===== config.mk =====
export PLATFORM = sky130hd
export DESIGN_NAME = lru_key_value_cache_core
export DESIGN_NICKNAME = d
export VERILOG_FILES = /design/src/rtl/lkvc_pkg.sv /design/src/rtl/lkvc_ram.sv /design/src/rtl/lkvc_ctrl.sv /design/src/rtl/lkvc_dpath.sv /design/src/rtl/lru_key_value_cache_core.sv
export SDC_FILE = /design/constraint.sdc
export NUM_CORES = 2
export LEC_CHECK = 0
export BUFFER_PORTS_ARGS = -buffer_cell sky130_fd_sc_hd__buf_2
export CORE_ASPECT_RATIO = 1.4
export CORE_MARGIN = 4
export CORE_UTILIZATION = 40
export DETAILED_ROUTE_END_ITERATION = 6
export RECOVER_POWER = 100
export SLEW_MARGIN = 20
export SYNTH_ARGS = -nofsm -noshare
export SYNTH_HDL_FRONTEND = slang
export SYNTH_SLANG_ARGS = --single-unit

===== constraint.sdc =====
create_clock -name clk -period 5.6 [get_ports clk]
set_clock_uncertainty 0.2 [all_clocks]
set_input_delay 0.56 -clock clk [delete_from_list [all_inputs] [get_ports clk]]
set_output_delay 0.56 -clock clk [all_outputs]
set_load 0.01 [all_outputs]

===== src/rtl/lkvc_pkg.sv =====
// Shared types and constants for the LRU key-value cache.
`timescale 1ns / 1ps
package lkvc_pkg;

  localparam int KEY_W = 16;
  localparam int DATA_W = 31;
  localparam int CAP_W = 5;
  localparam logic [CAP_W-1:0] CAP_RESET = 5'd16;

  localparam logic OP_GET = 1'b0;
  localparam logic OP_PUT = 1'b1;

  typedef enum logic [1:0] {
    ST_IDLE,
    ST_LOOKUP,
    ST_LOAD
  } ctl_state_t;

  typedef struct packed {
    logic capture;
    logic lookup;
    logic load;
  } lkvc_cmd_t;

endpackage


===== src/rtl/lkvc_ram.sv =====
// Generic single-write, single-read RAM with registered read data.
`timescale 1ns / 1ps
module lkvc_ram #(
  parameter int WIDTH = 31,
  parameter int DEPTH = 16
) (
  input  logic                                         clk,
  input  logic                                         we,
  input  logic [((DEPTH > 1) ? $clog2(DEPTH) : 1)-1:0] waddr,
  input  logic [WIDTH-1:0]                             wdata,
  input  logic                                         re,
  input  logic [((DEPTH > 1) ? $clog2(DEPTH) : 1)-1:0] raddr,
  output logic [WIDTH-1:0]                             rdata
);

  logic [WIDTH-1:0] mem [DEPTH];

  always_ff @(posedge clk) begin
    if (we) begin
      mem[waddr] <= wdata;
    end
    if (re) begin
      rdata <= mem[raddr];
    end
  end

endmodule


===== src/rtl/lkvc_ctrl.sv =====
// Request sequencer and output valid tracking for the LRU key-value cache.
`timescale 1ns / 1ps
module lkvc_ctrl (
  input  logic               clk,
  input  logic               rst,
  input  logic               in_valid,
  output logic               in_ready,
  output logic               out_valid,
  input  logic               out_ready,
  output lkvc_pkg::lkvc_cmd_t cmd
);

  lkvc_pkg::ctl_state_t state, state_next;
  logic out_free;

  assign out_free = !out_valid || out_ready;

  always_comb begin
    state_next = state;
    unique case (state)
      lkvc_pkg::ST_IDLE: begin
        if (in_valid) begin
          state_next = lkvc_pkg::ST_LOOKUP;
        end
      end
      lkvc_pkg::ST_LOOKUP: begin
        state_next = lkvc_pkg::ST_LOAD;
      end
      lkvc_pkg::ST_LOAD: begin
        if (out_free) begin
          state_next = lkvc_pkg::ST_IDLE;
        end
      end
      default: state_next = lkvc_pkg::ST_IDLE;
    endcase
  end

  always_comb begin
    in_ready    = 1'b0;
    cmd.capture = 1'b0;
    cmd.lookup  = 1'b0;
    cmd.load    = 1'b0;
    unique case (state)
      lkvc_pkg::ST_IDLE: begin
        in_ready    = 1'b1;
        cmd.capture = in_valid;
      end
      lkvc_pkg::ST_LOOKUP: begin
        cmd.lookup = 1'b1;
      end
      lkvc_pkg::ST_LOAD: begin
        cmd.load = out_free;
      end
      default: begin
        in_ready = 1'b0;
      end
    endcase
  end

  always_ff @(posedge clk) begin
    if (rst) begin
      state     <= lkvc_pkg::ST_IDLE;
      out_valid <= 1'b0;
    end else begin
      state <= state_next;
      if (cmd.load) begin
        out_valid <= 1'b1;
      end else if (out_ready) begin
        out_valid <= 1'b0;
      end
    end
  end

  a_load_sets_valid: assert property (@(posedge clk) disable iff (rst)
    cmd.load |=> out_valid)
    else $error("result register loaded without raising valid");

  a_lookup_once: assert property (@(posedge clk) disable iff (rst)
    cmd.lookup |=> !cmd.lookup && !in_ready)
    else $error("lookup repeated or input taken before result load");

endmodule


===== src/rtl/lkvc_dpath.sv =====
// Cell row, recency ranks, data RAM and result register of the LRU key-value cache.
`timescale 1ns / 1ps
module lkvc_dpath #(
  parameter int ENTRIES = 16
) (
  input  logic                          clk,
  input  logic                          rst,
  input  lkvc_pkg::lkvc_cmd_t           cmd,
  input  logic                          cfg_we,
  input  logic [lkvc_pkg::CAP_W-1:0]    cfg_wdata,
  input  logic                          opcode,
  input  logic [lkvc_pkg::KEY_W-1:0]    key,
  input  logic [lkvc_pkg::DATA_W-1:0]   value,
  output logic                          hit,
  output logic [lkvc_pkg::DATA_W-1:0]   read_value,
  output logic                          evicted
);

  localparam int IDX_W  = (ENTRIES > 1) ? $clog2(ENTRIES) : 1;
  localparam int RANK_W = IDX_W;
  localparam int CNT_W  = $clog2(ENTRIES + 1);
  localparam int CMP_W  = (CNT_W > lkvc_pkg::CAP_W) ? CNT_W : lkvc_pkg::CAP_W;

  logic [lkvc_pkg::CAP_W-1:0]  capacity;
  logic                        op_q;
  logic [lkvc_pkg::KEY_W-1:0]  key_q;
  logic [lkvc_pkg::DATA_W-1:0] value_q;

  logic [lkvc_pkg::KEY_W-1:0]  cell_key [ENTRIES];
  logic [RANK_W-1:0]           rank [ENTRIES];
  logic [RANK_W-1:0]           rank_next [ENTRIES];
  logic [ENTRIES-1:0]          valid;
  logic [CNT_W-1:0]            occ;

  logic [ENTRIES-1:0]          match;
  logic [IDX_W-1:0]            found_idx, free_idx, victim_idx, tgt_idx;
  logic [RANK_W-1:0]           promo_rank, last_rank;
  logic [CMP_W-1:0]            cap_ext, eff_cap;
  logic                        hit_c, full, do_update;

  logic                        hit_q, evict_q, rd_en_q;
  logic [IDX_W-1:0]            last_cell;
  logic [lkvc_pkg::DATA_W-1:0] ram_rdata;

  assign cap_ext   = CMP_W'(capacity);
  assign last_rank = RANK_W'(occ - CNT_W'(1));

  always_comb begin
    if (capacity == '0) begin
      eff_cap = CMP_W'(1);
    end else if (cap_ext > CMP_W'(ENTRIES)) begin
      eff_cap = CMP_W'(ENTRIES);
    end else begin
      eff_cap = cap_ext;
    end
  end

  assign full = CMP_W'(occ) >= eff_cap;

  always_comb begin
    found_idx  = '0;
    free_idx   = '0;
    victim_idx = '0;
    for (int i = ENTRIES - 1; i >= 0; i--) begin
      match[i] = valid[i] && (cell_key[i] == key_q);
      if (match[i]) begin
        found_idx = IDX_W'(i);
      end
      if (!valid[i]) begin
        free_idx = IDX_W'(i);
      end
      if (valid[i] && (rank[i] == last_rank)) begin
        victim_idx = IDX_W'(i);
      end
    end
  end

  assign hit_c     = |match;
  assign do_update = hit_c || (op_q == lkvc_pkg::OP_PUT);

  always_comb begin
    if (hit_c) begin
      tgt_idx    = found_idx;
      promo_rank = rank[found_idx];
    end else if (full) begin
      tgt_idx    = victim_idx;
      promo_rank = rank[victim_idx];
    end else begin
      tgt_idx    = free_idx;
      promo_rank = RANK_W'(occ);
    end
  end

  always_comb begin
    for (int i = 0; i < ENTRIES; i++) begin
      rank_next[i] = rank[i];
      if (cmd.lookup && do_update) begin
        if (IDX_W'(i) == tgt_idx) begin
          rank_next[i] = '0;
        end else if (valid[i] && (rank[i] < promo_rank)) begin
          rank_next[i] = rank[i] + RANK_W'(1);
        end
      end
    end
  end

  always_ff @(posedge clk) begin
    if (cmd.capture) begin
      op_q    <= opcode;
      key_q   <= key;
      value_q <= value;
    end
    if (cmd.lookup) begin
      hit_q     <= hit_c;
      evict_q   <= !hit_c && (op_q == lkvc_pkg::OP_PUT) && full;
      rd_en_q   <= hit_c && (op_q == lkvc_pkg::OP_GET);
      last_cell <= tgt_idx;
      if (do_update && !hit_c) begin
        cell_key[tgt_idx] <= key_q;
      end
    end
    if (cmd.load) begin
      hit        <= hit_q;
      evicted    <= evict_q;
      read_value <= rd_en_q ? ram_rdata : '0;
    end
  end

  always_ff @(posedge clk) begin
    if (rst) begin
      capacity <= lkvc_pkg::CAP_RESET;
      valid    <= '0;
      occ      <= '0;
      for (int i = 0; i < ENTRIES; i++) begin
        rank[i] <= '0;
      end
    end else if (cfg_we) begin
      capacity <= cfg_wdata;
      valid    <= '0;
      occ      <= '0;
      for (int i = 0; i < ENTRIES; i++) begin
        rank[i] <= '0;
      end
    end else begin
      rank <= rank_next;
      if (cmd.lookup && do_update) begin
        valid[tgt_idx] <= 1'b1;
        if (!hit_c && !full) begin
          occ <= occ + CNT_W'(1);
        end
      end
    end
  end

  lkvc_ram #(
    .WIDTH (lkvc_pkg::DATA_W),
    .DEPTH (ENTRIES)
  ) u_data_ram (
    .clk   (clk),
    .we    (cmd.lookup && (op_q == lkvc_pkg::OP_PUT)),
    .waddr (tgt_idx),
    .wdata (value_q),
    .re    (cmd.lookup),
    .raddr (found_idx),
    .rdata (ram_rdata)
  );

  a_count_matches_valid: assert property (@(posedge clk) disable iff (rst)
    $countones(valid) == int'(occ))
    else $error("occupied count out of step with valid cells");

  a_within_capacity: assert property (@(posedge clk) disable iff (rst)
    CMP_W'(occ) <= eff_cap)
    else $error("store holds more entries than capacity allows");

  a_promoted_front: assert property (@(posedge clk) disable iff (rst)
    cmd.lookup && do_update && !cfg_we |=> valid[last_cell] && (rank[last_cell] == '0))
    else $error("touched cell not made most recent");

endmodule


===== src/rtl/lru_key_value_cache_core.sv =====
// Top level of the fully associative LRU key-value cache.
//
// Usage:
//   Input channel (in_valid/in_ready) carries one request per transaction:
//   opcode selects get or put, key is looked up, value is stored on put.
//   Output channel (out_valid/out_ready) returns one result per request:
//   hit, read_value (data on a get hit, else zero) and evicted.
//   cfg_we/cfg_wdata write the capacity register; a write empties the store.
// Sequence:
//   A request accepted on the input channel is compared against every cell
//   in the lookup state, which also updates the recency ranks on a hit or a
//   put and reads the data RAM; the load state loads the result register,
//   with the registered RAM read data, once the output register is free, and
//   out_valid is high after that load.
// Reset:
//   rst empties the store and sets capacity to 16.
// Back-pressure:
//   A finished result waits in the output register; the next request is
//   accepted meanwhile and waits with its result until out_ready frees it.
`timescale 1ns / 1ps
module lru_key_value_cache_core #(
  parameter int ENTRIES = 16
) (
  input  logic                          clk,
  input  logic                          rst,
  input  logic                          cfg_we,
  input  logic [lkvc_pkg::CAP_W-1:0]    cfg_wdata,
  input  logic                          in_valid,
  output logic                          in_ready,
  input  logic                          opcode,
  input  logic [lkvc_pkg::KEY_W-1:0]    key,
  input  logic [lkvc_pkg::DATA_W-1:0]   value,
  output logic                          out_valid,
  input  logic                          out_ready,
  output logic                          hit,
  output logic [lkvc_pkg::DATA_W-1:0]   read_value,
  output logic                          evicted
);

  lkvc_pkg::lkvc_cmd_t cmd;

  lkvc_ctrl u_ctrl (
    .clk       (clk),
    .rst       (rst),
    .in_valid  (in_valid),
    .in_ready  (in_ready),
    .out_valid (out_valid),
    .out_ready (out_ready),
    .cmd       (cmd)
  );

  lkvc_dpath #(
    .ENTRIES (ENTRIES)
  ) u_dpath (
    .clk        (clk),
    .rst        (rst),
    .cmd        (cmd),
    .cfg_we     (cfg_we),
    .cfg_wdata  (cfg_wdata),
    .opcode     (opcode),
    .key        (key),
    .value      (value),
    .hit        (hit),
    .read_value (read_value),
    .evicted    (evicted)
  );

endmodule


==> results.py <==
metrics = {
    "setup_path": {
        "cp_cell_sequence": "buf_4 > xor2_1 > or4b_1 > or4_4 > a31oi_4 > o311a_4 > buf_6 > mux2i_1 > mux2i_1 > mux2i_2 > o221ai_2 > nor2_4 > buf_6 > buf_12 > buf_4 > ha_4 > nand2_1 > nand4b_1 > or3_4 > nor3_4 > a211oi_2 > a32o_1",
        "cp.arrival_ns": 5.91,
        "critPathKind": "reg -> reg",
        "startpoint_type": "register",
        "max_stage_delay_ns": 0.51,
        "crit_path_end_kind": "register",
        "crit_fanout": 18,
        "cp.required_ns": 5.97,
        "ff2ff_path_depth": 22,
        "crit_slowest_cell": "edfxtp_1",
    },
    "routing": {
        "routed.top_layer": "met4",
        "drt-vias-per-instance": 5.582,
        "met3_length_um": 4887,
        "wirelength_um": 124400,
        "ant_nets": 0,
        "drcViolationCount": 0,
        "drt_iter0_markers": 2023,
        "detail_route.wl_per_cell_um": 23.51,
        "wl_met1_um": 49430,
        "dr.pass1.iters": 7,
        "met2_wirelength_um": 64570,
        "num_vias": 29540,
    },
    "global_route": {
        "grt_pass1_wl_um": 182900,
        "antenna_found_initial": 0,
        "grt_overflow": 0,
        "grt_pass1_vias": 29160,
        "grt.total_usage": 0.2031,
        "grt_max_degree": 210,
    },
    "floorplan": {
        "die_area_um2": 118300,
        "initial_utilization": 0.4037,
        "die_w_um": 291.9,
        "fp.dieH_um": 405.4,
        "num_rows": 145,
        "coreArea_um2": 111800,
        "io_pins": 93,
    },
    "finish": {
        "stdcell_count": 5292,
        "area_growth_pct": 22.04,
        "final_util": 0.4927,
        "mostFrequentLayoutCells": "867 x edfxtp_1, 308 x buf_4, 223 x a211oi_1, 202 x mux2i_1, 155 x xor2_1",
        "final_common_cell": "edfxtp_1",
        "drive_gt1_frac": 0.2287,
        "nNetsFinal": 3872,
    },
    "sta": {
        "rsz0062_at_grt": "yes",
        "slew_headroom": 0.2934,
        "setup_violations": 0,
        "fin_crit_sh": 0.9893,
        "finalHoldViolCount": 0,
        "max_freq_ghz": 0.1805,
        "hold_ws_ns": 0.2269,
        "tightest_slew_ns": 1.054,
        "drv_slew": 0,
        "setup_tns_ns": 0,
        "setup_slack_ns": 0.05982,
        "min_period_ns": 5.540,
    },
    "yosys": {
        "synth_area_um2": 45120,
        "synthArstFlopShare": 0,
        "ys.flop_type": "edfxtp_1",
        "syn_avg_cell_area_um2": 13.66,
        "ys_seq_area_frac": 0.6183,
        "ys_seq_elements": 960,
        "synthCells": 3304,
        "ys_types": 100,
        "yosysWarnings": 0,
        "synth_edf_count": 867,
        "syn-num-nets": 3433,
    },
    "placement": {
        "dp_cells": 5017,
        "post-place-ws_ns": -0.3175,
        "dpl.hpwl_um": 79790,
        "gp_congestion": 0.9182,
        "io_buffers": 92,
    },
    "clock_network": {
        "worstSkewPairLatency_ns": 0.70,
        "cts.sinks": 960,
        "h-tree-depth": 3,
        "cts_root_buf": "clkbuf_16",
        "clockBufferDepth": 3,
        "tritoncts": "done",
        "numCtsBuffers": 93,
        "cts.clk_slew.worst_paths_ns": 0.06,
    },
    "run_status": {
        "status": "completed",
    },
    "power": {
        "vdd_drop_max_mv": 0.3488,
        "p_per_area_nw_per_um2": 273.4,
        "p_leak_nw": 18.46,
    },
    "run": {
        "maxCapViolCount": 0,
    },
    "hold_path": {
        "hold_class": "reg -> reg",
        "hold_depth": 0,
    },
}
==> cells in the mapped netlist (30+ instances only) <==
master / instances / area share
a211oi_1: 233 / 0.039
a21oi_1: 155 / 0.017
a31oi_1: 30 / 0.0042
a32o_1: 31 / 0.0069
and2_1: 42 / 0.0058
buf_2: 34 / 0.0038
buf_4: 34 / 0.0057
buf_6: 30 / 0.0075
clkbuf_1: 100 / 0.0083
dfxtp_1: 93 / 0.041
edfxtp_1: 867 / 0.58
ha_1: 71 / 0.020
mux2i_1: 208 / 0.046
nand2_1: 132 / 0.011
nand3_1: 59 / 0.0065
nand4_1: 57 / 0.0079
nor2_1: 119 / 0.0099
nor2b_1: 136 / 0.019
nor3_1: 37 / 0.0041
nor3b_1: 37 / 0.0062
nor4_1: 58 / 0.0080
o21ai_0: 39 / 0.0043
xnor2_1: 142 / 0.028
xor2_1: 155 / 0.030
==> metrics by stage <==
step	power, mW	instance area, um^2
finish	15.06	55060
global route	15.53	55060
CTS	15.17	53990
detailed placement	8.684	50130
global placement	8.677	50130
floorplan	8.412	45570
==> worst paths after layout <==
kind	start	to	slack, ns
setup / recovery	u_dpath.key_q[15]$_DFFE_PP_	u_dpath.rank[41]$_SDFFE_PP0P_	0.06
hold / removal	u_dpath.hit_q$_DFFE_PN_	u_dpath.hit$_DFFE_PP_	0.23
setup reg to reg	u_dpath.key_q[15]$_DFFE_PP_	u_dpath.rank[41]$_SDFFE_PP0P_	0.06
hold reg to reg	u_dpath.hit_q$_DFFE_PN_	u_dpath.hit$_DFFE_PP_	0.23
==> cell families after synthesis <==
family | after synthesis | share of synthesized area
and+or+nand+nor | 908 | 0.1197
xor gates and xnor gates | 326 | 0.07216
AOI/OAI and AO/OA | 590 | 0.09234
DFF | 960 | 0.6183
buffers and inverters | 225 | 0.02756
adders and majority gates | 71 | 0.01969
muxes | 224 | 0.05022
==> where the power goes <==
| group | internal (mW) | switching [mW] | total (mW) |
|---|---|---|---|
| clock network | 3.68 | 2.78 | 6.46 |
| registers | 7.87 | 0.0774 | 7.95 |
| logic | 0.264 | 0.382 | 0.646 |
| total | 11.8 | 3.24 | 15.1 |
==> worst max-delay path: cells and delay by family, from the launching register on <==
family | cells | cell delay (ns)
AOI/OAI and AO/OA | 5 | 0.88
xor gates and xnor gates | 1 | 0.14
adders and majority gates | 1 | 0.19
buffers and inverters | 5 | 0.90
DFF | 1 | 0.51
muxes | 3 | 0.57
and+or+nand+nor | 7 | 1.96
==> timing repair <==
action | in CTS | in global routing
cloned | 0 | 1
endpoints found under the hold margin | 56 | 0
hold buffers | 61 | 0
pin swaps | 4 | 80
setup buffers | 10 | 29
gates resized for setup | 9 | 148
endpoints found under the setup margin | 71 | 101
==> state kept, by name (all words and copies together), names as in the netlist <==
signal	cells
u_dpath.u_data_ram.mem	496
u_dpath.cell_key	256
u_dpath.rank	64
u_dpath.read_value	31
u_dpath.u_data_ram.rdata	31
u_dpath.value_q	31
u_dpath.key_q	16
u_dpath.valid	16
u_dpath.cap_ext	5
u_dpath.occ	5
u_ctrl.state	2
u_ctrl.out_valid	1
u_dpath.evict_q	1
u_dpath.evicted	1
u_dpath.hit	1
u_dpath.hit_q	1
u_dpath.op_q	1
u_dpath.rd_en_q	1
==> layer usage <==
| metal | vias to the layer above | GRT usage |
|---|---|---|
| li1 | 13640 | - |
| met1 | 14880 | 0.2422 |
| met2 | 768 | 0.3690 |
| met3 | 257 | 0.02232 |
| met4 | 0 | 0.09120 |
| met5 | - | 0 |
==> area by class of cell <==
cell class                      count  area, um^2
Fill cell                        9704       56690
Sequential cell                   960       27900
Multi-Input combinational cell   2119       17280
Timing Repair Buffer              548        4843
Clock buffer                      118        2484
Tap cell                         1470        1839
Clock inverter                     55       634.4
Inverter                           21       78.83
Antenna cell                        1       2.502
Note: power is estimated with default switching activity, not from simulation.
